## config.mk

```make
export PLATFORM = sky130hd
export DESIGN_NAME = dad_post
export DESIGN_NICKNAME = d
export VERILOG_FILES = /design/src/hdl/dad_pkg.sv /design/src/hdl/dad_post.sv
export SDC_FILE = /design/constraint.sdc
export NUM_CORES = 1
export LEC_CHECK = 0
export BUFFER_PORTS_ARGS = -buffer_cell sky130_fd_sc_hd__buf_2
export CAP_MARGIN = 10
export CORE_ASPECT_RATIO = 0.75
export CORE_MARGIN = 2
export CORE_UTILIZATION = 45
export CTS_CLUSTER_DIAMETER = 100
export DETAILED_ROUTE_END_ITERATION = 10
export PLACE_DENSITY = 0.85
export SETUP_SLACK_MARGIN = 0.15
export SYNTH_ARGS = -nofsm -noshare
export SYNTH_HDL_FRONTEND = slang
export SYNTH_SLANG_ARGS = --single-unit
```

## constraint.sdc

```tcl
create_clock -name clk -period 1.46 [get_ports clk]
set_input_delay 0.219 -clock clk [delete_from_list [all_inputs] [get_ports clk]]
set_output_delay 0.219 -clock clk [all_outputs]
set_load 0.005 [all_outputs]
```

## src/hdl/dad_pkg.sv

```systemverilog
package dad_pkg;

	localparam int COORD_BITS     = 16;
	localparam int ROTATION_STEPS = 16;
	localparam int TABLE_LEN      = 24;
	localparam int STEP_W         = $clog2(TABLE_LEN);
	localparam int XY_W           = COORD_BITS + ROTATION_STEPS + 3;
	localparam int Z_W            = 24;
	localparam int ANG_W          = 18;
	localparam int ROUND_SHIFT    = 8;
	localparam int ROUND_HALF     = 1 << (ROUND_SHIFT - 1);
	localparam int BASE_W         = Z_W + 1 - ROUND_SHIFT;
	localparam int IN_TDATA_W     = ((4 * COORD_BITS + 7) / 8) * 8;
	localparam int OUT_TDATA_W    = ((ANG_W + 7) / 8) * 8;

	localparam int QUARTER_TURN       = 90 * 256;
	localparam int HALF_TURN          = 180 * 256;
	localparam int THREE_QUARTER_TURN = 270 * 256;

	typedef struct packed {
		logic                    special;
		logic                    points_equal;
		logic                    neg_dx;
		logic                    neg_dy;
		logic signed [ANG_W-1:0] special_ang;
	} side_t;

	typedef struct packed {
		logic signed [XY_W-1:0] x;
		logic signed [XY_W-1:0] y;
		logic signed [Z_W-1:0]  z;
		side_t                  side;
	} cord_t;

	// atan(2^-i) in 1/65536 degree
	function automatic logic signed [Z_W-1:0] atan_step(input logic [STEP_W-1:0] idx);
		logic signed [Z_W-1:0] v;
		unique case (idx)
			5'd0:    v = Z_W'(2949120);
			5'd1:    v = Z_W'(1740967);
			5'd2:    v = Z_W'(919879);
			5'd3:    v = Z_W'(466945);
			5'd4:    v = Z_W'(234379);
			5'd5:    v = Z_W'(117304);
			5'd6:    v = Z_W'(58666);
			5'd7:    v = Z_W'(29335);
			5'd8:    v = Z_W'(14668);
			5'd9:    v = Z_W'(7334);
			5'd10:   v = Z_W'(3667);
			5'd11:   v = Z_W'(1833);
			5'd12:   v = Z_W'(917);
			5'd13:   v = Z_W'(458);
			5'd14:   v = Z_W'(229);
			5'd15:   v = Z_W'(115);
			5'd16:   v = Z_W'(57);
			5'd17:   v = Z_W'(29);
			5'd18:   v = Z_W'(14);
			5'd19:   v = Z_W'(7);
			5'd20:   v = Z_W'(4);
			5'd21:   v = Z_W'(2);
			5'd22:   v = Z_W'(1);
			default: v = '0;
		endcase
		return v;
	endfunction

endpackage

```

## src/hdl/dad_post.sv

```systemverilog
module dad_post (
	input  logic                             clk,
	input  logic                             arst_n,
	input  logic                             in_valid,
	output logic                             in_ready,
	input  dad_pkg::cord_t                   in_data,
	output logic                             out_valid,
	input  logic                             out_ready,
	output logic signed [dad_pkg::ANG_W-1:0] angle_deg,
	output logic                             points_equal
);
	import dad_pkg::*;

	logic [Z_W-1:0]          zc;
	logic [Z_W:0]            zr;
	logic [BASE_W-1:0]       base_raw, base;
	logic signed [ANG_W-1:0] b, ang;
	logic signed [ANG_W-1:0] angle_q;
	logic                    equal_q;
	logic                    valid_q;

	always_comb begin
		zc       = in_data.z[Z_W-1] ? '0 : in_data.z;
		zr       = {1'b0, zc} + (Z_W+1)'(ROUND_HALF);
		base_raw = zr[Z_W:ROUND_SHIFT];
		base     = (base_raw > BASE_W'(QUARTER_TURN - 1)) ? BASE_W'(QUARTER_TURN - 1) : base_raw;
		b        = ANG_W'(base);
		priority if (in_data.side.special) begin
			ang = in_data.side.special_ang;
		end else if (!in_data.side.neg_dx) begin
			ang = in_data.side.neg_dy ? -b : b;
		end else if (in_data.side.neg_dy) begin
			ang = ANG_W'(HALF_TURN) + b;
		end else begin
			ang = ANG_W'(HALF_TURN) - b;
		end
	end

	assign in_ready     = !valid_q || out_ready;
	assign out_valid    = valid_q;
	assign angle_deg    = angle_q;
	assign points_equal = equal_q;

	always_ff @(posedge clk or negedge arst_n) begin
		if (!arst_n) begin
			valid_q <= 1'b0;
		end else if (in_ready) begin
			valid_q <= in_valid;
		end
	end

	always_ff @(posedge clk) begin
		if (in_valid && in_ready) begin
			angle_q <= ang;
			equal_q <= in_data.side.points_equal;
		end
	end

endmodule

```

# --- Word level (Yosys, flattened, before mapping) ---
# Index checks and enable logic that the tools add are counted.
totals:
  regBits: 20
classes:
  addsub: 4
  order_cmp: 1
  muxes: 6
  reduce_logical: 3
ops:
  columns: ["cell", "count"]
  rows:
  - ["$mux 18", 4]
  - ["$add 23x8->24 const B", 1]
  - ["$mux 23", 1]
  - ["$neg 16->18", 1]
  - ["$add 16x16->17 const A", 1]
  - ["$sub 16x16->17 const A", 1]
  - ["$gt 16x15->1 const B", 1]
  - ["$mux 16", 1]
  - ["$logic_and 1x1->1", 1]
  - ["$logic_not 1->1", 1]
  - ["$logic_or 1x1->1", 1]

# --- Logic depth before layout (Yosys ltp) ---
# Gate-level depths: netlist of run 1.
logic_depth:
  ltp_word: 8
  ltp_mapped: 20
  ltp_nobuf: 15

# --- Least setup slack after synthesis of run 1 ---
# No wires, ideal clock.
synth_timing:
  path_kind: "input-to-reg"
  startpoint: "input in_data[45] (netlist name)"
  endpoint: "register angle_q[12] (netlist: angle_deg[12]), data pin"
  setup_time_ns: 0.267
  t_arrival_ns: 4.024
  required_time_ns: 1.193
  setup_slack_ns: -2.831
  path_stages: 19
  path_cell_list: "buf_1 clkbuf_1 buf_1 nor2b_1 ha_1 and4_1 buf_4 nand4_1 mux2_2 o221ai_1 o41ai_2 buf_6 nor2_1 ha_1 and3_1 and3_1 a311oi_1 o31a_1 o31ai_1"
synth_between:
  elab_chain_len: 8
  word_cells_on_any_way: 11
  classes_between: "add/sub (4); order compare (1); mux (6)"
synth_lines:
  columns: ["item", "line_no", "rtl"]
  rows:
  - ["from (decl)", "dad_post.sv:6", "input dad_pkg::cord_t in_data,"]
  - ["$mux 23 (*)", "dad_post.sv:23", "zc = in_data.z[Z_W-1] ? '0 : in_data.z;"]
  - ["$add 23x8->24 (*)", "dad_post.sv:24", "zr = {1'b0, zc} + (Z_W+1)'(ROUND_HALF);"]
  - ["$gt 16x15->1", "dad_post.sv:26", "base = (base_raw > BASE_W'(QUARTER_TURN - 1)) ? BASE_W'(QUARTER_TURN - 1) : base_raw;"]
  - ["$mux 16 (*)", "dad_post.sv:26", null]
  - ["$neg 16->18 (tied with other cells)", "dad_post.sv:31", "ang = in_data.side.neg_dy ? -b : b;"]
  - ["$mux 18 (on tied branches)", "dad_post.sv:31, dad_post.sv:32", null]
  - ["$mux 18 (*)", "dad_post.sv:30", "end else if (!in_data.side.neg_dx) begin"]
  - ["$mux 18 (*)", "dad_post.sv:28", "priority if (in_data.side.special) begin"]
  - ["via ang[12]", "dad_post.sv:17", "logic signed [ANG_W-1:0] b, ang;"]
  - ["to (signal assigned)", "dad_post.sv:54", "angle_q <= ang;"]
  - ["to (decl)", "dad_post.sv:18", "logic signed [ANG_W-1:0] angle_q;"]
# Mark *: on every way through the listed nets, which the timed path passes. The rest lies on a longest branch.
# A chain may end at the register's enable or synchronous reset.

# --- Final worst setup path of run 1 ---
layout_timing:
  startpoint: "input in_data[45] (netlist name)"
  endpoint: "register angle_q[4] (netlist: angle_deg[4]), data pin"
# Same word-level chain as after synthesis.

==> results of run 1 <==
[per-layer routing]
metal	share of wire	vias up
met5	0	-
met2	0.39	619
met3	0.18	241
li1	-	1512
met1	0.32	1839
met4	0.11	0
[worst max-delay path, delay by kind of cell]
family / cells / cell delay, ps
compound gates: 4 / 1160
buf+inv: 6 / 820
simple gates: 5 / 670
fa+ha+maj: 2 / 330
xor+xnor: 1 / 240
[Yosys cell counts (3+ instances only)]
cell and number:
o31a_1 3, and2_1 3, xnor2_1 8, nand2b_1 4, inv_1 9, mux2_2 5
nor2_1 31, a31oi_1 5, a2111oi_0 4, edfxtp_1 19, o31ai_1 3, nor3_1 10
a21oi_1 19, nand3_1 15, nand2_1 25, nor4_1 8, nand4_1 8, a21o_1 3
xor2_1 6, ha_1 5, and3_1 8, clkbuf_1 8, buf_4 6, o211a_1 3
mux2i_1 8, o21ai_0 15, nor2b_1 7
[sequential cells by signal, indices dropped and copies added, names as in the netlist]
signal / count
angle_deg: 18
out_valid: 1
points_equal: 1
[final cells by class]
type	count	area, sq um	area share
Tap cell	72	90.09	0.02001
Sequential cell	20	595.6	0.1323
Timing Repair Buffer	204	1546	0.3435
Clock buffer	4	45.04	0.01001
Inverter	11	41.29	0.009172
Multi-Input combinational cell	249	2183	0.4850
[worst min path at each step]
stage | to | startpoint
6_report | points_equal$_DFFE_PP_ | in_data[20]
5_1_grt | points_equal$_DFFE_PP_ | in_data[20]
3_5_place_dp | out_valid$_DFFE_PN0N_ | arst_n
2_1_floorplan | out_valid$_DFFE_PN0N_ | arst_n
4_1_cts | points_equal$_DFFE_PP_ | in_data[20]
3_3_place_gp | out_valid$_DFFE_PN0N_ | arst_n
[cells by family after synthesis]
group | count (synthesis) | share of synthesized area
flip-flops | 20 | 0.2484
adder cells (fa/ha/maj) | 5 | 0.02610
XOR/XNOR | 15 | 0.05794
AO/OA/AOI/OAI | 80 | 0.2354
AND/OR/NAND/NOR | 136 | 0.3121
buffers and inverters | 30 | 0.06315
multiplexers | 13 | 0.05689
[timing repair]
action	CTS	global route
endpoints found under the hold margin	1	0
setup endpoints to repair	18	18
pin swaps	37	40
buffers inserted	30	11
hold buffers	1	0
resized for setup	63	64
[per-stage QoR]
stage / setup slack (ps) / power, mW / hold WS, ps
2_1_floorplan: -2200 / 1.176 / -76.59
3_3_place_gp: -1863 / 1.531 / -6.741
3_5_place_dp: -2072 / 1.567 / -0.8872
4_1_cts: -1597 / 2.064 / 135.5
5_1_grt: -1994 / 2.498 / 134.6
6_report: -1980 / 2.486 / 124.8
[where the power goes]
group / leakage (nW) / total (mW) / switching, mW / internal [mW]
clock network: 0.0228 / 0.411 / 0.215 / 0.196
registers: 0.192 / 0.702 / 0.0153 / 0.686
logic: 1.81 / 1.37 / 0.769 / 0.604
==> flow_summary.toml, run 1 <==
[critical_path]
worstPathCellList = "buf_12, nor2b_4, ha_4, and4_4, buf_6, nand4_1, xor2_2, o41ai_4, buf_4, nor2_4, ha_4, buf_4, buf_6, nand3_4, buf_6, o21ai_4, a2111oi_4, a21oi_1"
critPathMaxFanout = 4
critPathArrivalTime_ps = 3460
r2r_end = "angle_deg[10]$_DFFE_PP_"
crit_slowest_cell = "a2111oi_4"
worstSetupPathType = "input port to flip-flop"
worstRegToRegCells = 3
crit_start = "in_data[45]"
worstSetupEndpoint = "angle_deg[4]$_DFFE_PP_"
start_kind = "input port"
worstPathRequired_ps = 1470
worstReg2RegStart = "out_valid$_DFFE_PN0N_"
endpoint_kind = "flip-flop"
slowest_delay_ps = 520
ff2ff_setup_slack_ps = 230
cpMostUsedCell = "buf_6"

[clock_network]
cts_inserted_buffers = 3
cts_tree = "built"
path_clk_slew_ps = 90
clock_latency_ps = 280
cts_sinks = 20
clockBufferDepth = 2
cts_root_buf = "clkbuf_8"
htreeDepth = 1

[logic_synthesis]
synth.distinct_cells = 65
yosysTopAreaCell = "edfxtp_1"
synth_edf_count = 19
yosys.area.top_type_share = 0.2380
synthCells = 299
yosysWarnings = 0
ys_top_cells_by_area = "edfxtp_1 24%, nor2_1 4.9%, a21oi_1 4.0%"
syn_nets = 424
netlist_area_sq_mm = 0.002397
synth_top_flop_cell = "edfxtp_1"
syn_avg_cell_area_sq_um = 8.018
synth-seq-cells = 20
async_reset_ff_frac = 0.05000
seq_area_frac_synth = 0.2484

[run]
cap_viol_max_count = 0

[sta]
finalSetupViolCount = 18
slew_violations = 0
rsz0062_at_grt = "true"
fin_crit_ps = 3440
tightest_slew_ps = 821.9
timing.final.crit_share = 2.356
finalHoldViolCount = 0
tns_ps = -28310
final.setup_skew_ps = 12.85
finalWorstSetupSlack_ps = -1980
relSlewSlack = 0.4470
clock.fmax_mhz = 290.7

[routing]
final_antenna_net_count = 0
drt-initial-drc-count = 762
vias = 4211
drt_pass1_iterations = 11
wl_um = 16590
routedWlPerCell_um = 29.63
routed_via_density = 7.520
drc = 1

[finish]
nFillCells = 186
fin_cells = 560
antennaDiodeCount = 0
fin_util = 0.8986
fin_area_sq_mm = 0.004502
drive_gt1_frac = 0.5861
layout_commonest_cell = "buf_4"
final_nets = 614
area_growth_pct = 87.79
final_cell_mix = "109 x buf_4, 60 x buf_2, 30 x buf_6, 23 x nor2_1, 21 x nand2_1"

[floorplanning]
core.rowCount = 22
die_w_um = 88.28
fp.dieH_um = 67.21
core-area_sq_mm = 0.005010
die_area_sq_mm = 0.005933
initial_utilization = 0.4785
io_pins = 141

[global_routing]
met1_usage = 0.4864
grt_max_degree = 30
grt_pass1_wl_um = 18060
grt_overflow_total = 0
track_usage = 0.4004
antenna_found_initial = 0
gr-max-usage-layer = "met2"
grt_pass1_vias = 3492
grtUsageMet3 = 0.1088
use_met2 = 0.6504

[placed_design]
placed_cell_area_sq_mm = 0.003545
gp_congestion = 0.9256
io_buffers = 63
dp_hpwl_um = 6389
dp_cells = 514

[outcome]
violations = "DRC, setup timing"
status = "finished with violations"

[power]
p_per_area_mw_per_mm2 = 552.2
ir_drop_v = 0.0006218
p_leak_nw = 2.024

[min_path]
hold_depth = 1
hp-class = "input port to flip-flop"
Power figures use the tool's default switching activity.
==> run 2: changes to the inputs <==
BUFFER_PORTS_ARGS = -buffer_cell sky130_fd_sc_hd__buf_4   (was -buffer_cell sky130_fd_sc_hd__buf_2)
RECOVER_POWER = 100   (was default)
==> flow_summary.toml, run 2 (synthesis gave the netlist of run 1 again) <==
[outcome]
status = "finished with violations"
violations = "setup timing"

[critical_path]
start_kind = "input port"
endpoint_kind = "flip-flop"
worstSetupPathType = "input port to flip-flop"
worstPathRequired_ps = 1470
cpMostUsedCell = "buf_6"
worstPathCellList = "buf_12, buf_4, and4b_2, buf_6, nand4_1, xor2_2, o41ai_4, buf_6, nor2_4, ha_4, buf_4, buf_6, nand3_4, a21oi_4, a21o_1, a2111oi_4, a21oi_1"
critPathMaxFanout = 4
crit_slowest_cell = "o41ai_4"
slowest_delay_ps = 490
critPathArrivalTime_ps = 3530

[global_routing]
antenna_found_initial = 1
track_usage = 0.4106
grt_pass1_vias = 3520
grt_pass1_wl_um = 18570
grt_overflow_total = 0
grt_max_degree = 17

[clock_network]
cts_root_buf = "clkbuf_8"
path_clk_slew_ps = 80
cts_sinks = 20
cts_tree = "built"
cts_inserted_buffers = 3
clock_latency_ps = 270
clockBufferDepth = 2
htreeDepth = 1

[power]
power_mw = 2.470
ir_drop_v = 0.0004502
p_leak_nw = 1.960
p_per_area_mw_per_mm2 = 548.2

[placed_design]
dp_hpwl_um = 6676
gp_congestion = 0.8934
io_buffers = 63
pre_cts_slack_ps = -2006

[routing]
wl_um = 15180
final_antenna_net_count = 0
drt_pass1_iterations = 8
drc = 0
routed_via_density = 7.407
vias = 4022
drt-initial-drc-count = 839
routedWlPerCell_um = 27.95

[min_path]
hp-class = "input port to flip-flop"

[finish]
fin_util = 0.8994
drive_gt1_frac = 0.5732
largest_register_ffs = 18
layout_commonest_cell = "buf_4"
final_cell_mix = "138 x buf_4, 23 x nor2_1, 22 x nand2_1, 21 x clkbuf_4"
area_growth_pct = 87.94
antennaDiodeCount = 0
final_nets = 597

[floorplanning]
io_pins = 141
die_area_sq_mm = 0.005933
core-area_sq_mm = 0.005010
fp.dieH_um = 67.21
initial_utilization = 0.4785
core.rowCount = 22
die_w_um = 88.28

[sta]
finalSetupViolCount = 18
tightest_slew_ps = 788.5
slew_violations = 0
rsz0062_at_grt = "true"
relSlewSlack = 0.4706
timing.final.crit_share = 2.412
fin_crit_ps = 3521
finalWorstSetupSlack_ps = -2061
final.setup_skew_ps = 12.70
clock.fmax_mhz = 284.0
finalHoldViolCount = 0

[run]
cap_viol_max_count = 0
==> run 2: changes by cell type in the layout (fill, tap and decap cells not counted), sizes merged <==
| cell | before | now |
|---|---|---|
| clkbuf | 4 | 29 |
| buf | 203 | 160 |
| bufbuf | 0 | 1 |
==> run 2: stage by stage <==
step           area, sq um  hold WS, ps  TNS [ps]  cells
2_1_floorplan         2531       -76.59    -30760    299
3_3_place_gp          3660       -5.787    -26490    510
3_5_place_dp          3660       -4.047    -28740    510
4_1_cts               4199        134.1    -22550    532
5_1_grt               4506        152.8    -29310    543
6_report              4506        158.4    -29050    543
==> run 2: worst paths after layout <==
check / start / to / slack [ps] / cells past startpoint
hold / removal: in_data[20] / points_equal$_DFFE_PP_ / 160 / 1
setup reg to reg: out_valid$_DFFE_PN0N_ / angle_deg[10]$_DFFE_PP_ / 50 / 3
min in group asynchronous: arst_n / out_valid$_DFFE_PN0N_ / 290 / 2
setup / recovery: in_data[45] / angle_deg[6]$_DFFE_PP_ / -2060 / 17
max in group asynchronous: arst_n / out_valid$_DFFE_PN0N_ / 1080 / 2
hold reg to reg: out_valid$_DFFE_PN0N_ / out_valid$_DFFE_PN0N_ / 620 / 2
==> run 2: power by group <==
| group | switching (mW) | internal (mW) | total [mW] |
|---|---|---|---|
| registers | 0.0177 | 0.687 | 0.705 |
| logic | 0.742 | 0.635 | 1.38 |
| clock network | 0.194 | 0.195 | 0.389 |
| total | 0.953 | 1.52 | 2.47 |
==> run 2: worst max-delay path, delay by kind of cell <==
| family | cells | cell delay [ps] |
|---|---|---|
| adders and majority gates | 1 | 180 |
| buffers and inverters | 6 | 830 |
| and+or+nand+nor | 4 | 760 |
| xor gates and xnor gates | 1 | 280 |
| AOI/OAI and AO/OA | 5 | 1230 |
==> run 2: cell type report <==
cell class                      count  area [sq um]
Multi-Input combinational cell    249          2211
Timing Repair Buffer              187          1523
Sequential cell                    20         595.6
Fill cell                         172         504.2
Tap cell                           72         90.09
Clock buffer                        4         45.04
Inverter                           11         41.29
==> run 2: timing repair <==
action | in CTS | in global routing
buffers inserted | 16 | 11
pin swaps | 45 | 38
gates cloned | 1 | 0
hold endpoints to repair | 1 | 0
endpoints found under the setup margin | 18 | 18
hold buffers | 1 | 0
gates resized for setup | 76 | 43
==> run 2: metal layers <==
metal  GRT usage  share of wire  vias up
li1            -              -     1488
met1      0.4996           0.33     1799
met2      0.6645           0.40      509
met3      0.1235           0.15      226
met4      0.2008           0.12        0
met5     0.02727              0        -
==> run 3: changes to the inputs <==
REMOVE_ABC_BUFFERS = 1   (was default)
==> flow_summary.toml, run 3 (synthesis gave the netlist of run 1 again) <==
[finish]
final_nets = 620
largest_register_ffs = 18
final_cell_mix = "144 x buf_4, 39 x buf_6, 23 x nor2_1, 22 x nand2_1, 21 x clkbuf_4"
area_growth_pct = 99.01
fin_cells = 566
antennaDiodeCount = 0
drive_gt1_frac = 0.6073
fin_util = 0.9523
layout_commonest_cell = "buf_4"

[global_routing]
grt_pass1_vias = 3700
track_usage = 0.4519
grt_overflow_total = 0
antenna_found_initial = 0
grt_max_degree = 23
grt_pass1_wl_um = 19970

[power]
p_sw_mw = 1.066
p_per_area_mw_per_mm2 = 597.3
p_sw_frac = 0.3743
pwr-share-clk = 0.210
p_leak_nw = 2.121
pwr-share-seq = 0.247
p_int_mw = 1.783
ir_drop_v = 0.0006807
combPwrFrac = 0.543

[floorplanning]
core.rowCount = 22
core-area_sq_mm = 0.005010
die_area_sq_mm = 0.005933
io_pins = 141
fp.dieH_um = 67.21
die_w_um = 88.28
initial_utilization = 0.4785

[sta]
slew_violations = 0
fin_crit_ps = 3498
tns_ps = -31380
finalWorstSetupSlack_ps = -2038
clock.fmax_mhz = 285.9
timing.final.crit_share = 2.396
relSlewSlack = 0.5312
tightest_slew_ps = 700.8
rsz0062_at_grt = "true"
finalHoldViolCount = 0
final.setup_skew_ps = 17.22
finalSetupViolCount = 27

[outcome]
violations = "setup timing"
status = "finished with violations"

[routing]
final_antenna_net_count = 0
routedWlPerCell_um = 30.06
wl_um = 17010
vias = 4326
drt-initial-drc-count = 857
drt_pass1_iterations = 7
routed_via_density = 7.643
drc = 0

[min_path]
hp-class = "input port to flip-flop"

[critical_path]
cpMostUsedCell = "and3_4"
worstSetupEndpoint = "angle_deg[12]$_DFFE_PP_"
slowest_delay_ps = 380
worstPathCellList = "buf_12, nor2b_4, ha_4, and4_4, nand4_1, mux2_4, o221ai_4, o41ai_4, nor2_2, ha_2, and3_4, and3_4, a311oi_2, buf_4, o31a_1, o31ai_2"
critPathArrivalTime_ps = 3580
worstReg2RegStart = "out_valid$_DFFE_PN0N_"
critPathMaxFanout = 5
worstRegToRegCells = 3
ff2ff_setup_slack_ps = -20
worstSetupPathType = "input port to flip-flop"
endpoint_kind = "flip-flop"
r2r_end = "angle_deg[13]$_DFFE_PP_"
crit_slowest_cell = "mux2_4"
crit_start = "in_data[45]"
worstPathRequired_ps = 1550
start_kind = "input port"

[clock_network]
cts_inserted_buffers = 3
clock_latency_ps = 280
cts_tree = "built"
cts_root_buf = "clkbuf_8"
htreeDepth = 1
clockBufferDepth = 2
cts_sinks = 20
path_clk_slew_ps = 100

[run]
cap_viol_max_count = 0

[placed_design]
gp_congestion = 0.9204
io_buffers = 63
dp_hpwl_um = 6614
dp_cells = 508
-- run 3: cell types whose count changed in the layout (fill, tap and decap cells not counted), sizes merged --
cell,delta
buf,+26
bufbuf,-1
bufinv,+1
clkbuf,-3
-- run 3: worst min path at each step --
stage / end / startpoint / depth (start not counted) / slack [ps]
after global routing: points_equal$_DFFE_PP_ / in_data[20] / 1 / 120
after floorplan: out_valid$_DFFE_PN0N_ / arst_n / 0 / -80
final: points_equal$_DFFE_PP_ / in_data[20] / 1 / 140
after detailed placement: out_valid$_DFFE_PN0N_ / arst_n / 1 / -5
after global placement: out_valid$_DFFE_PN0N_ / arst_n / 1 / -5
after CTS: points_equal$_DFFE_PP_ / in_data[20] / 1 / 130
-- run 3: power groups by stage --
| stage | clock network, mW | registers [mW] | logic (mW) |
|---|---|---|---|
| after floorplan | 0 | 0.716 | 0.360 |
| after global placement | 0 | 0.710 | 0.839 |
| after detailed placement | 0 | 0.711 | 0.869 |
| after CTS | 0.564 | 0.699 | 1.13 |
| after global routing | 0.616 | 0.706 | 1.56 |
| final | 0.599 | 0.704 | 1.55 |
-- run 3: layout make-up --
| type | instances | area, sq um |
|---|---|---|
| Clock buffer | 3 | 41.29 |
| Sequential cell | 20 | 595.6 |
| Inverter | 11 | 41.29 |
| Tap cell | 72 | 90.09 |
| Timing Repair Buffer | 210 | 1740 |
| Multi-Input combinational cell | 249 | 2232 |
| Clock inverter | 1 | 30.03 |
| Fill cell | 125 | 239.0 |
-- run 3: metal layers --
layer,part of all wire,GRT usage,up-vias
li1,-,-,1527
met1,0.32,0.5407,1919
met2,0.40,0.7021,627
met3,0.17,0.1565,253
met4,0.12,0.2765,0
met5,0,0,-
-- run 3: worst max-delay path: cells and delay by family --
kind,cells,cell delay (ps)
AND/OR/NAND/NOR,6,1250
AO/OA/AOI/OAI,5,1020
adder cells (fa/ha/maj),2,420
multiplexers,1,380
buffers and inverters,2,290
-- run 3: what timing repair did --
| item | 4_1_cts | 5_1_grt |
|---|---|---|
| pin swaps | 46 | 31 |
| setup endpoints to repair | 18 | 18 |
| gates resized for setup | 104 | 64 |
| hold buffers | 1 | 0 |
| hold endpoints to repair | 1 | 0 |
| cloned | 0 | 0 |
| buffers inserted | 34 | 19 |
-- run 3: stage by stage --
step | hold WS (ps) | power (mW) | cell area, sq um | setup slack (ps)
4_1_cts | 126.0 | 2.392 | 4335 | -1550
2_1_floorplan | -76.59 | 1.076 | 2287 | -2429
5_1_grt | 123.4 | 2.884 | 4771 | -2076
3_3_place_gp | -5.380 | 1.549 | 3561 | -2014
6_report | 136.4 | 2.849 | 4771 | -2038
3_5_place_dp | -4.842 | 1.580 | 3561 | -2179
