$ cat config.mk
export PLATFORM = sky130hd
export DESIGN_NAME = dad_prep
export DESIGN_NICKNAME = d
export VERILOG_FILES = /design/src/hdl/dad_pkg.sv /design/src/hdl/dad_prep.sv
export SDC_FILE = /design/constraint.sdc
export NUM_CORES = 1
export LEC_CHECK = 0
export ABC_CLOCK_PERIOD_IN_PS = 2550
export BUFFER_PORTS_ARGS = -buffer_cell sky130_fd_sc_hd__buf_2
export CAP_MARGIN = 40
export CORE_ASPECT_RATIO = 0.9
export CORE_MARGIN = 2
export CORE_UTILIZATION = 30
export CTS_CLUSTER_DIAMETER = 120
export DETAILED_ROUTE_END_ITERATION = 7
export SKIP_CTS_REPAIR_TIMING = 1
export SLEW_MARGIN = 20
export SYNTH_ARGS = -nofsm -noshare
export SYNTH_HDL_FRONTEND = slang
export SYNTH_SLANG_ARGS = --single-unit
export TNS_END_PERCENT = 20
$ cat constraint.sdc
create_clock -name clk -period 2.55 [get_ports clk]
set_clock_uncertainty 0.1 [all_clocks]
set_input_delay 0.1275 -clock clk [delete_from_list [all_inputs] [get_ports clk]]
set_output_delay 0.1275 -clock clk [all_outputs]
set_load 0.02 [all_outputs]
$ cat src/hdl/dad_pkg.sv
package dad_pkg;

	localparam int COORD_BITS     = 16;
	localparam int ROTATION_STEPS = 16;
	localparam int TABLE_LEN      = 24;
	localparam int STEP_W         = $clog2(TABLE_LEN);
	localparam int XY_W           = COORD_BITS + ROTATION_STEPS + 3;
	localparam int Z_W            = 24;
	localparam int ANG_W          = 18;
	localparam int ROUND_SHIFT    = 8;
	localparam int ROUND_HALF     = 1 << (ROUND_SHIFT - 1);
	localparam int BASE_W         = Z_W + 1 - ROUND_SHIFT;
	localparam int IN_TDATA_W     = ((4 * COORD_BITS + 7) / 8) * 8;
	localparam int OUT_TDATA_W    = ((ANG_W + 7) / 8) * 8;

	localparam int QUARTER_TURN       = 90 * 256;
	localparam int HALF_TURN          = 180 * 256;
	localparam int THREE_QUARTER_TURN = 270 * 256;

	typedef struct packed {
		logic                    special;
		logic                    points_equal;
		logic                    neg_dx;
		logic                    neg_dy;
		logic signed [ANG_W-1:0] special_ang;
	} side_t;

	typedef struct packed {
		logic signed [XY_W-1:0] x;
		logic signed [XY_W-1:0] y;
		logic signed [Z_W-1:0]  z;
		side_t                  side;
	} cord_t;

	// atan(2^-i) in 1/65536 degree
	function automatic logic signed [Z_W-1:0] atan_step(input logic [STEP_W-1:0] idx);
		logic signed [Z_W-1:0] v;
		unique case (idx)
			5'd0:    v = Z_W'(2949120);
			5'd1:    v = Z_W'(1740967);
			5'd2:    v = Z_W'(919879);
			5'd3:    v = Z_W'(466945);
			5'd4:    v = Z_W'(234379);
			5'd5:    v = Z_W'(117304);
			5'd6:    v = Z_W'(58666);
			5'd7:    v = Z_W'(29335);
			5'd8:    v = Z_W'(14668);
			5'd9:    v = Z_W'(7334);
			5'd10:   v = Z_W'(3667);
			5'd11:   v = Z_W'(1833);
			5'd12:   v = Z_W'(917);
			5'd13:   v = Z_W'(458);
			5'd14:   v = Z_W'(229);
			5'd15:   v = Z_W'(115);
			5'd16:   v = Z_W'(57);
			5'd17:   v = Z_W'(29);
			5'd18:   v = Z_W'(14);
			5'd19:   v = Z_W'(7);
			5'd20:   v = Z_W'(4);
			5'd21:   v = Z_W'(2);
			5'd22:   v = Z_W'(1);
			default: v = '0;
		endcase
		return v;
	endfunction

endpackage

$ cat src/hdl/dad_prep.sv
module dad_prep (
	input  logic                                  clk,
	input  logic                                  arst_n,
	input  logic                                  in_valid,
	output logic                                  in_ready,
	input  logic signed [dad_pkg::COORD_BITS-1:0] from_x,
	input  logic signed [dad_pkg::COORD_BITS-1:0] from_y,
	input  logic signed [dad_pkg::COORD_BITS-1:0] to_x,
	input  logic signed [dad_pkg::COORD_BITS-1:0] to_y,
	output logic                                  out_valid,
	input  logic                                  out_ready,
	output dad_pkg::cord_t                        out_data
);
	import dad_pkg::*;

	logic signed [COORD_BITS:0] dx, dy, adx, ady;
	logic                       ndx, ndy, zdx, zdy;
	cord_t                      nxt;
	cord_t                      data_s1;
	logic                       valid_s1;

	always_comb begin
		dx  = (COORD_BITS+1)'(to_x) - (COORD_BITS+1)'(from_x);
		dy  = (COORD_BITS+1)'(to_y) - (COORD_BITS+1)'(from_y);
		ndx = dx[COORD_BITS];
		ndy = dy[COORD_BITS];
		zdx = (dx == '0);
		zdy = (dy == '0);
		adx = ndx ? -dx : dx;
		ady = ndy ? -dy : dy;

		nxt.x                 = XY_W'({adx[COORD_BITS-1:0], {ROTATION_STEPS{1'b0}}});
		nxt.y                 = XY_W'({ady[COORD_BITS-1:0], {ROTATION_STEPS{1'b0}}});
		nxt.z                 = '0;
		nxt.side.special      = zdx || zdy;
		nxt.side.points_equal = zdx && zdy;
		nxt.side.neg_dx       = ndx;
		nxt.side.neg_dy       = ndy;
		priority if (zdx && zdy) begin
			nxt.side.special_ang = '0;
		end else if (zdx) begin
			nxt.side.special_ang = ndy ? ANG_W'(THREE_QUARTER_TURN) : ANG_W'(QUARTER_TURN);
		end else if (ndx) begin
			nxt.side.special_ang = ANG_W'(HALF_TURN);
		end else begin
			nxt.side.special_ang = '0;
		end
	end

	assign in_ready  = !valid_s1 || out_ready;
	assign out_valid = valid_s1;
	assign out_data  = data_s1;

	always_ff @(posedge clk or negedge arst_n) begin
		if (!arst_n) begin
			valid_s1 <= 1'b0;
		end else if (in_ready) begin
			valid_s1 <= in_valid;
		end
	end

	always_ff @(posedge clk) begin
		if (in_valid && in_ready) begin
			data_s1 <= nxt;
		end
	end

endmodule

Yosys cells after proc, flatten, opt, wreduce, memory -nomap -nowiden. Cells that the tools add are included.

Flip-flop bits (word level): 55. Bits in latches: 0. Output and inout bits: 118. Memories: 0. Input port bits: 68. Memory bits (read-only): 0. RAM bits: 0.

Reduce and logical (&&, ||, !) cells: 7. Bitwise operators: 0. Shift operators: 0. Equality and inequality tests: 0. Multiply operators: 0. Muxes and demuxes: 5. Div/mod/pow operators: 0. Order comparisons: 0. Add/sub/neg operators: 4.

Operators by type and width (count): 2-to-1 mux 16 bit (3); zero test 17 bit (2); 2-to-1 mux 17 bit (2); subtractor 16 x 16 -> 17 bit (2); negator 16 bit (2); logical AND 1 bit (2); logical OR 1 bit (2); zero test 1 bit (1).

Logic depth before layout (Yosys ltp). Gate-level depths: netlist of the first run.

Depth in word-level cells: 3. Mapped depth: 13.

Least setup slack after synthesis of the first run. Ideal clock, no wire load.

Path type: input to register. From: input port to_y[0] (netlist bit). To: register data_s1 (netlist bit out_data[11]), data pin. Required time: 2.195 ns. Buffers on the path: 0. Arrival: 2.821 ns. Library setup time: 0.255 ns. Stages: 11. Slack: -0.626 ns. Path through: inv_1 ha_1 fa_1 nand2b_1 a21o_1 nand3b_1 xnor2_1 nand3_1 or4b_1 or4_4 o21ba_2.

Word-level cells in the longest chain between the ends: 3.

Ends and longest elaborated chain: start: declaration (line dad_prep.sv:9) `input logic signed [dad_pkg::COORD_BITS-1:0] to_y,`; subtractor 16 x 16 -> 17 bit (line dad_prep.sv:24) `dy = (COORD_BITS+1)'(to_y) - (COORD_BITS+1)'(from_y);`; zero test 17 bit (line dad_prep.sv:28) `zdy = (dy == '0);`; logical AND 1 bit (line dad_prep.sv:39) `priority if (zdx && zdy) begin`; end signal: assignment (line dad_prep.sv:64) `data_s1 <= nxt;`; end: declaration (line dad_prep.sv:19) `cord_t data_s1;`.

Every way passes these cells. A chain may end at the register's enable or synchronous reset.

Worst setup path in the final report of the first run. Ends and elaborated chain as after synthesis.

==> flow_metrics.py, run 1 <==
metrics = {
    "status": {
        "outcome": "finished with violations",
        "failed_checks": "setup timing",
    },
    "clock_network": {
        "path_clk_slew_ns": 0.06,
        "worstSkewPairLatency_ns": 0.28,
        "number_of_buffers_on_the_longest_clock_path": 2,
        "cts_inserted_buffers": 5,
        "cts_tree": "built",
        "clockRootBuffer": "sky130_fd_sc_hd__clkbuf_16",
        "clock_tree.htree_level_count": 2,
        "clkSinkCount": 43,
    },
    "place": {
        "place_worst_setup_slack_ns": -0.669,
        "placed_cell_area_um2": 6200,
        "buffer_ports.inserted": 113,
        "dp.final_hpwl_um": 9430,
        "place_congestion": 0.845,
    },
    "timing": {
        "timing.final.ws_setup_ns": -0.352,
        "max_clock_freq_mhz": 345,
        "rsz0062_at_grt": "yes",
        "tightest_slew_ns": 0.541,
        "timing.final.setup_violations": 31,
        "final.setup.tns_ns": -4.10,
        "worst_max_slew_margin_expressed_relative_to_the_limit_pct": 63.9,
        "final_min_period_over_clock_period_pct": 114,
        "post-route-min-period_ns": 2.90,
        "final_report_max_slew_violation_count": 0,
        "whs_ns": 0.0503,
        "report.final.hold_viol_count": 0,
    },
    "die": {
        "die_h_um": 122,
        "floorplan.die.width_um": 136,
        "die_footprint_um2": 16600,
        "rows": 43,
        "io_pins": 186,
        "core_area_um2": 15300,
        "initial_core_util_pct": 30.5,
    },
    "cells_and_area": {
        "area.growth.synth_to_final_pct": 41.6,
        "nets": 879,
        "final.fill_count": 1565,
        "fin_area_um2": 6610,
        "insertedDiodeCount": 0,
        "fraction_of_final_layout_cells_with_drive_strength_greater_than_1_pct": 40.8,
    },
    "hold_path": {
        "timing.hold.worst.class": "primary input to asynchronous set/reset pin",
    },
    "setup_path": {
        "cp.required_ns": 2.49,
        "critPathLaunch": "to_y[0]",
        "critical_path.max_fanout": 5,
        "critPathCaptureType": "flop",
        "critPathKind": "primary input to flop",
        "start_kind": "primary input",
        "reg2reg_slack_ns": 0.91,
        "worst-endpoint-arrival_ns": 2.84,
        "crit-reg2reg-launch": "out_valid",
        "r2r.worst_path.cells": 3,
    },
    "detailed_routing": {
        "drc_errors": 0,
        "detailroute.via_count": 4273,
        "routed_via_density": 4.38,
        "detail_route.first_pass.iterations": 4,
        "drt_wl_total_um": 11400,
        "detail_route.iter0.violations": 186,
        "routedWlPerCell_um": 11.7,
        "drtAntennaViolNets": 0,
    },
    "yosys": {
        "async_flop_share_pct": 2.33,
        "ys_top_cells_by_area": "sky130_fd_sc_hd__edfxtp_1 (27%), sky130_fd_sc_hd__buf_4 (12%), sky130_fd_sc_hd__ha_1 (9.6%), sky130_fd_sc_hd__xnor2_1 (5.8%), sky130_fd_sc_hd__inv_1 (4.2%)",
        "post_synth_inst_count": 533,
        "syn_area_per_cell_um2": 8.76,
        "yosysUniqueCellTypes": 70,
        "synthesis.area_um2": 4670,
        "synthesized_flop_and_latch_total": 43,
        "netlist.area_leader.share_pct": 27.0,
        "synth.top_cells.by_count": "sky130_fd_sc_hd__buf_4 (74), sky130_fd_sc_hd__inv_1 (52), sky130_fd_sc_hd__edfxtp_1 (42)",
        "synth_top_area_cell": "sky130_fd_sc_hd__edfxtp_1",
        "yosysWarnings": 0,
        "ys_seq_area_share_pct": 27.5,
        "ys.flop_type": "sky130_fd_sc_hd__edfxtp_1",
        "synth_most_common_cell": "sky130_fd_sc_hd__buf_4",
        "synth-edff-count": 42,
    },
    "power": {
        "cellLeakagePower_nw": 3.20,
        "vdd.ir_drop.worst_v": 0.000307,
        "power-per-cell-area_nw_per_um2": 500,
        "total_power_w": 0.00331,
    },
    "global_routing": {
        "grt.overflow.total": 0,
        "initial_antenna_violation_count": 0,
        "grt_usage_pct": 13.0,
        "grt_first_pass_wirelength_um": 17600,
        "grt_pass1_vias": 3769,
        "grt_start_max_net_pins": 23,
    },
    "flow_run": {
        "timing.max_cap.violations": 0,
    },
}
==> logic make-up after synthesis <==
family / count (synthesis) / share of synthesized area (%)
compound gates: 123 / 18.1
xor+xnor: 47 / 8.82
fa+ha+maj: 38 / 10.5
buf+inv: 140 / 18.0
flops: 43 / 27.5
mux: 3 / 0.670
other cells: 1 / 0.0803
simple gates: 138 / 16.2
==> sequential cells by signal (all words and copies together) (netlist names) <==
name and cells:
out_data 42, out_valid 1
==> worst paths after layout <==
| check | endpoint |
|---|---|
| setup / recovery | out_data[11] |
| hold / removal | out_valid |
| setup reg to reg | out_data[104] |
| hold reg to reg | out_valid |
| max in group asynchronous | out_valid |
| min in group clk | out_valid |
==> routing by layer <==
metal  part of all wire [%]  global-route usage [%]
met1                     49                    18.8
met2                     44                    20.7
met3                    5.4                    1.73
met4                   0.67                    2.73
met5                      0                       0
==> cell type report <==
cell class | count | area [µm²] | share of cell area (%)
Clock buffer | 5 | 125 | 1.89
Clock inverter | 3 | 25.0 | 0.379
Inverter | 52 | 213 | 3.22
Multi-Input combinational cell | 421 | 3060 | 46.2
Sequential cell | 43 | 1290 | 19.5
Tap cell | 202 | 253 | 3.82
Timing Repair Buffer | 250 | 1650 | 25.0
==> critical path, cell delays in order <==
cell and delay, ns:
sky130_fd_sc_hd__buf_8 0.09, sky130_fd_sc_hd__inv_12 0.03, sky130_fd_sc_hd__ha_4 0.15, sky130_fd_sc_hd__fa_2 0.38, sky130_fd_sc_hd__nand2b_4 0.16, sky130_fd_sc_hd__a21o_1 0.19, sky130_fd_sc_hd__nand3b_1 0.13, sky130_fd_sc_hd__xnor2_2 0.14
sky130_fd_sc_hd__nand3_2 0.11, sky130_fd_sc_hd__or4b_4 0.55, sky130_fd_sc_hd__or4_4 0.59, sky130_fd_sc_hd__o21ba_4 0.20
==> report_power, final <==
part | total, W | internal (W) | switching (W)
logic | 0.00170 | 0.000773 | 0.000932
clock network | 0.000652 | 0.000366 | 0.000286
registers | 0.000950 | 0.000926 | 0.0000248
==> stage by stage <==
step                std cells  utilization [%]
floorplan                 604                -
global placement          962             40.4
detailed placement        962             40.4
CTS                       970             41.4
global route              976             43.1
finish                    976             43.1
==> cell usage in the layout, fill, tap and decap left out, types with 5 or more instances in the layout <==
| cell type | n |
|---|---|
| sky130_fd_sc_hd__buf_6 | 6 |
| sky130_fd_sc_hd__nor3_1 | 9 |
| sky130_fd_sc_hd__o21a_1 | 5 |
| sky130_fd_sc_hd__buf_4 | 131 |
| sky130_fd_sc_hd__edfxtp_1 | 42 |
| sky130_fd_sc_hd__o211ai_1 | 10 |
| sky130_fd_sc_hd__a31oi_1 | 5 |
| sky130_fd_sc_hd__buf_2 | 109 |
| sky130_fd_sc_hd__nand2b_1 | 10 |
| sky130_fd_sc_hd__conb_1 | 72 |
| sky130_fd_sc_hd__nand2_1 | 36 |
| sky130_fd_sc_hd__a21o_1 | 6 |
| sky130_fd_sc_hd__xor2_1 | 16 |
| sky130_fd_sc_hd__a21oi_1 | 28 |
| sky130_fd_sc_hd__a21oi_2 | 6 |
| sky130_fd_sc_hd__clkbuf_16 | 5 |
| sky130_fd_sc_hd__nor2_1 | 27 |
| sky130_fd_sc_hd__inv_1 | 49 |
| sky130_fd_sc_hd__o21ai_0 | 20 |
| sky130_fd_sc_hd__xnor2_1 | 27 |
| sky130_fd_sc_hd__nand3_1 | 14 |
| sky130_fd_sc_hd__ha_1 | 32 |
(Power assumes the default switching activity.)
==> run 2, diff against run 1 <==
--- a/config.mk
+++ b/config.mk
@@ -11,8 +11,10 @@
 export CORE_ASPECT_RATIO = 0.9
 export CORE_MARGIN = 2
 export CORE_UTILIZATION = 30
+export CTS_BUF_LIST = sky130_fd_sc_hd__clkbuf_4 sky130_fd_sc_hd__clkbuf_8
 export CTS_CLUSTER_DIAMETER = 120
 export DETAILED_ROUTE_END_ITERATION = 7
+export PLACE_DENSITY = 0.62
 export SKIP_CTS_REPAIR_TIMING = 1
 export SLEW_MARGIN = 20
 export SYNTH_ARGS = -nofsm -noshare
==> run 2 against run 1 <==
  * The run still ends with setup timing left
  * Highest routed layer unchanged
  * Cell area up 1.2%
  * Critical path depth unchanged
  * Largest cell class unchanged
  * Largest power group unchanged
  * Sequential power about the same
  * Worst hold slack worse by 0.028 ns
==> flow_metrics.py, run 2 (synthesis results as in run 1) <==
metrics = {
    "clock_network": {
        "cts_inserted_buffers": 5,
        "cts_tree": "built",
        "clkSinkCount": 43,
        "path_clk_slew_ns": 0.08,
        "number_of_buffers_on_the_longest_clock_path": 2,
        "clockRootBuffer": "sky130_fd_sc_hd__clkbuf_8",
        "worstSkewPairLatency_ns": 0.29,
        "clock_tree.htree_level_count": 2,
    },
    "die": {
        "core_area_um2": 15300,
        "io_pins": 186,
        "rows": 43,
        "die_footprint_um2": 16600,
        "floorplan.die.width_um": 136,
        "initial_core_util_pct": 30.5,
        "die_h_um": 122,
    },
    "detailed_routing": {
        "routedWlPerCell_um": 11.6,
        "detail_route.iter0.violations": 163,
        "drc_errors": 0,
        "drtAntennaViolNets": 0,
        "drt_wl_total_um": 11300,
        "detailroute.via_count": 4256,
        "detail_route.first_pass.iterations": 4,
        "routed_via_density": 4.34,
    },
    "cells_and_area": {
        "layout_common_cells": "sky130_fd_sc_hd__buf_4 (133), sky130_fd_sc_hd__buf_2 (108), sky130_fd_sc_hd__conb_1 (72)",
        "largest_reg_flops": 42,
        "fin_util_pct": 43.6,
        "nets": 883,
        "insertedDiodeCount": 0,
        "fin_area_um2": 6690,
        "area.growth.synth_to_final_pct": 43.2,
        "layout_commonest_cell": "sky130_fd_sc_hd__buf_4",
        "fraction_of_final_layout_cells_with_drive_strength_greater_than_1_pct": 42.3,
    },
    "global_routing": {
        "initial_antenna_violation_count": 0,
        "grt_usage_pct": 13.1,
        "grt_start_max_net_pins": 24,
        "grt_pass1_vias": 3877,
        "grt_first_pass_wirelength_um": 17700,
        "grt.overflow.total": 0,
    },
    "setup_path": {
        "cp_slowest_stage_delay_ns": 0.59,
        "critical_path.max_fanout": 5,
        "critPathCaptureType": "flop",
        "crit_path_cell_trace": "buf_8, inv_12, ha_4, fa_2, nand2b_4, a21o_1, nand3b_1, xnor2_2, nand3_2, or4b_4, or4_4, o21ba_4",
        "critPathKind": "primary input to flop",
        "cp_slowest_cell": "sky130_fd_sc_hd__or4_4",
        "number_of_buffers_and_inverters_on_the_critical_path": 2,
        "cp.required_ns": 2.51,
        "worst-endpoint-arrival_ns": 2.80,
        "timing.critical_path.max_delay_family": "simple AND/OR/NAND/NOR gates",
        "start_kind": "primary input",
    },
    "power": {
        "part_of_the_power_in_the_clock_network_pct": 14.3,
        "comb_power_share_pct": 55.3,
        "cellLeakagePower_nw": 3.19,
        "internal_power_w": 0.00192,
        "vdd.ir_drop.worst_v": 0.000229,
        "share_seq_of_total_power_pct": 30.5,
        "power-per-cell-area_nw_per_um2": 466,
        "swShare_pct": 38.5,
        "switchingPower_w": 0.00120,
    },
    "hold_path": {
        "timing.hold.worst.class": "primary input to flop",
    },
    "timing": {
        "timing.final.ws_setup_ns": -0.290,
        "final_report_max_slew_violation_count": 0,
        "post-route-min-period_ns": 2.84,
        "final_min_period_over_clock_period_pct": 111,
        "timing.final.setup_violations": 10,
        "report.final.hold_viol_count": 0,
        "worst_max_slew_margin_expressed_relative_to_the_limit_pct": 65.7,
        "tightest_slew_ns": 0.510,
        "max_clock_freq_mhz": 352,
        "rsz0062_at_grt": "yes",
    },
    "place": {
        "placed_cell_area_um2": 6200,
        "buffer_ports.inserted": 113,
        "place_congestion": 0.856,
        "dp.final_hpwl_um": 9410,
    },
    "status": {
        "outcome": "finished with violations",
        "failed_checks": "setup timing",
    },
    "flow_run": {
        "timing.max_cap.violations": 0,
    },
}
==> run 2: path summary, 6_finish.rpt <==
kind                            startpoint       endpoint  slack (ns)  cells after the start
worst max register to register   out_valid  out_data[105]        0.88                      3
max in group asynchronous           arst_n      out_valid        2.23                      2
min in group asynchronous           arst_n      out_valid        0.04                      2
worst min register to register   out_valid      out_valid        0.43                      2
worst max-delay path               to_y[0]   out_data[11]       -0.29                     12
worst min-delay path             out_ready      out_valid        0.02                      3
==> run 2: cell type report <==
cell class              instances  area (µm²)
clock buffers                   6        76.3
clock inverters                 2        12.5
fillers                      1543        8650
inverters                      52         214
multi-input cells             421        3160
flip-flops and latches         43        1290
well taps                     202         253
repair buffers                254        1690
==> run 2: power groups by stage <==
| stage | Clock (W) | Sequential (W) | Combinational [W] |
|---|---|---|---|
| 5_1_grt | 0.000482 | 0.000959 | 0.00189 |
| 6_report | 0.000445 | 0.000948 | 0.00172 |
| 2_1_floorplan | 0 | 0.00109 | 0.000957 |
| 3_5_place_dp | 0 | 0.000966 | 0.00161 |
| 3_3_place_gp | 0 | 0.000965 | 0.00160 |
| 4_1_cts | 0.000458 | 0.000950 | 0.00162 |
==> run 2: worst reg2reg max path, cell delays in order (launching register included) <==
cell                       delay, ns
sky130_fd_sc_hd__dfrtp_1        0.37
sky130_fd_sc_hd__nand2b_1       0.10
sky130_fd_sc_hd__and2_2         0.49
sky130_fd_sc_hd__buf_4          0.31
==> run 2: routing by layer <==
layer  global-route usage (%)  routed length, µm  up-vias  part of all wire, %
met4                     2.54                 97        0                 0.86
met1                     18.8               5500     1899                   49
li1                         -                  -     2216                    -
met2                     20.9               5000      136                   44
met3                     2.11                728        5                  6.4
met5                        0                  0        -                    0
==> run 2: metrics by stage <==
stage | instances | total power (W) | TNS (ns) | setup WS [ns] | hold WS [ns]
6_report | 980 | 0.00311 | -1.51 | -0.290 | 0.0220
2_1_floorplan | 604 | 0.00204 | -3.54 | -0.438 | -0.268
5_1_grt | 980 | 0.00334 | -3.87 | -0.364 | 0.0488
3_3_place_gp | 964 | 0.00256 | -16.07 | -0.631 | -0.196
3_5_place_dp | 964 | 0.00258 | -16.96 | -0.655 | -0.196
4_1_cts | 972 | 0.00303 | -4.78 | -0.337 | -0.518
==> run 3, diff against run 2 <==
--- a/config.mk
+++ b/config.mk
@@ -15,6 +15,7 @@
 export CTS_CLUSTER_DIAMETER = 120
 export DETAILED_ROUTE_END_ITERATION = 7
 export PLACE_DENSITY = 0.62
+export SETUP_SLACK_MARGIN = 0.15
 export SKIP_CTS_REPAIR_TIMING = 1
 export SLEW_MARGIN = 20
 export SYNTH_ARGS = -nofsm -noshare
==> run 3 against run 2 <==
  * The run still ends with setup timing left
  * Worst setup slack improved by 0.037 ns
  * Via count rose by 0.16%
  * Clock-buffer cell count fell by 1
  * Critical path type unchanged
==> flow_metrics.py, run 3 (synthesis results as in run 1) <==
metrics = {
    "timing": {
        "final_report_max_slew_violation_count": 0,
        "tightest_slew_ns": 0.569,
        "timing.final.setup_violations": 12,
        "timing.final.ws_setup_ns": -0.253,
        "rsz0062_at_grt": "yes",
        "post-route-min-period_ns": 2.80,
        "final.setup.tns_ns": -1.45,
        "max_clock_freq_mhz": 357,
        "worst_max_slew_margin_expressed_relative_to_the_limit_pct": 61.8,
        "final_min_period_over_clock_period_pct": 110,
        "report.final.hold_viol_count": 0,
    },
    "power": {
        "part_of_the_power_in_the_clock_network_pct": 14.9,
        "internal_power_w": 0.00192,
        "cellLeakagePower_nw": 3.19,
        "share_seq_of_total_power_pct": 30.3,
        "switchingPower_w": 0.00122,
        "vdd.ir_drop.worst_v": 0.000255,
        "swShare_pct": 39.0,
        "comb_power_share_pct": 54.8,
        "power-per-cell-area_nw_per_um2": 472,
    },
    "place": {
        "buffer_ports.inserted": 113,
        "post_placement_cell_count": 964,
        "place_congestion": 0.811,
        "dp.final_hpwl_um": 9150,
    },
    "die": {
        "rows": 43,
        "initial_core_util_pct": 30.5,
        "floorplan.die.width_um": 136,
        "core_area_um2": 15300,
        "die_h_um": 122,
        "die_footprint_um2": 16600,
        "io_pins": 186,
    },
    "setup_path": {
        "critPathCaptureType": "flop",
        "start_kind": "primary input",
        "crit_path_cell_trace": "buf_8, inv_12, ha_4, fa_2, nand2b_4, a21o_1, nand3b_1, xnor2_2, nand3_2, or4b_4, or4_4, o21ba_4",
        "cp_slowest_cell": "sky130_fd_sc_hd__or4_4",
        "critPathKind": "primary input to flop",
        "critical_path.max_fanout": 5,
        "cp_slowest_stage_delay_ns": 0.58,
        "cp.required_ns": 2.53,
        "worst-endpoint-arrival_ns": 2.78,
    },
    "global_routing": {
        "grt_pass1_vias": 3680,
        "grt_first_pass_wirelength_um": 17100,
        "initial_antenna_violation_count": 0,
        "grt_usage_pct": 12.8,
        "grt_start_max_net_pins": 43,
        "grt.overflow.total": 0,
    },
    "cells_and_area": {
        "area.growth.synth_to_final_pct": 42.5,
        "layout_commonest_cell": "sky130_fd_sc_hd__buf_4",
        "insertedDiodeCount": 0,
        "layout_common_cells": "sky130_fd_sc_hd__buf_4 (136), sky130_fd_sc_hd__buf_2 (107), sky130_fd_sc_hd__conb_1 (72)",
        "nets": 884,
        "stdcell_count": 981,
        "fraction_of_final_layout_cells_with_drive_strength_greater_than_1_pct": 42.1,
        "largest_reg_flops": 42,
    },
    "detailed_routing": {
        "drtAntennaViolNets": 0,
        "routed_via_density": 4.35,
        "detailroute.via_count": 4263,
        "drc_errors": 0,
        "detail_route.iter0.violations": 192,
        "drt_wl_total_um": 11200,
        "detail_route.first_pass.iterations": 4,
        "routedWlPerCell_um": 11.4,
    },
    "flow_run": {
        "timing.max_cap.violations": 0,
    },
    "status": {
        "failed_checks": "setup timing",
        "outcome": "finished with violations",
    },
    "clock_network": {
        "path_clk_slew_ns": 0.09,
        "clockRootBuffer": "sky130_fd_sc_hd__clkbuf_8",
        "cts_tree": "built",
        "worstSkewPairLatency_ns": 0.31,
        "number_of_buffers_on_the_longest_clock_path": 2,
        "cts_inserted_buffers": 5,
        "clock_tree.htree_level_count": 2,
        "clkSinkCount": 43,
    },
    "hold_path": {
        "timing.hold.worst.class": "primary input to asynchronous set/reset pin",
    },
}
[run 3: changes by cell type in the layout (fill, tap and decap cells not counted), sizes merged]
cell	before	now
buf	252	253
clkbuf	6	5
clkinv	1	0
clkinvlp	2	3
inv	51	52
[run 3: worst paths after layout]
| check | from | end | slack, ns | depth (start not counted) |
|---|---|---|---|---|
| min in group clk | out_ready | out_valid | 0.01 | 3 |
| worst max-delay path | to_y[0] | out_data[11] | -0.25 | 12 |
| max in group asynchronous | arst_n | out_valid | 2.26 | 2 |
| worst min-delay path | arst_n | out_valid | 0.005 | 2 |
| worst max register to register | out_valid | out_data[105] | 0.95 | 3 |
| worst min register to register | out_valid | out_valid | 0.46 | 2 |
[run 3: power groups by stage]
stage | combinational [W] | clock [W] | sequential (W)
final | 0.00172 | 0.000469 | 0.000950
after CTS | 0.00162 | 0.000489 | 0.000952
after global routing | 0.00189 | 0.000515 | 0.000959
after global placement | 0.00160 | 0 | 0.000966
after detailed placement | 0.00161 | 0 | 0.000968
after floorplan | 0.000957 | 0 | 0.00109
[run 3: critical path, delay by kind of cell]
family | cells | cell delay, ns
xor+xnor | 1 | 0.14
fa+ha+maj | 2 | 0.48
compound gates | 2 | 0.39
buf+inv | 2 | 0.12
simple gates | 5 | 1.52
[run 3: area by class of cell]
cell class | count | area (µm²)
multi-input combinational | 421 | 3120
clock buffer | 5 | 68.8
clock inverter | 3 | 23.8
sequential | 43 | 1290
tap | 202 | 253
timing repair buffer | 255 | 1690
fill | 1513 | 8680
inverter | 52 | 214
[run 3: per-stage QoR]
stage               power, W  hold WS [ns]  cell area, µm²  worst slack, ns  utilization (%)
finish               0.00314       0.00547            6660           -0.253             43.4
detailed placement   0.00258        -0.192            6200           -0.701             40.4
floorplan            0.00204        -0.268            5050           -0.438                -
CTS                  0.00306        -0.540            6290           -0.368             41.0
global route         0.00336       0.00780            6660           -0.347             43.4
global placement     0.00257        -0.197            6200           -0.629             40.4
[run 3: layer usage]
metal | vias to the layer above | wire length, µm | track usage [%]
li1 | 2216 | - | -
met1 | 1899 | 5320 | 18.5
met2 | 140 | 4970 | 19.7
met3 | 8 | 784 | 2.11
met4 | 0 | 133 | 3.71
met5 | - | 0 | 0
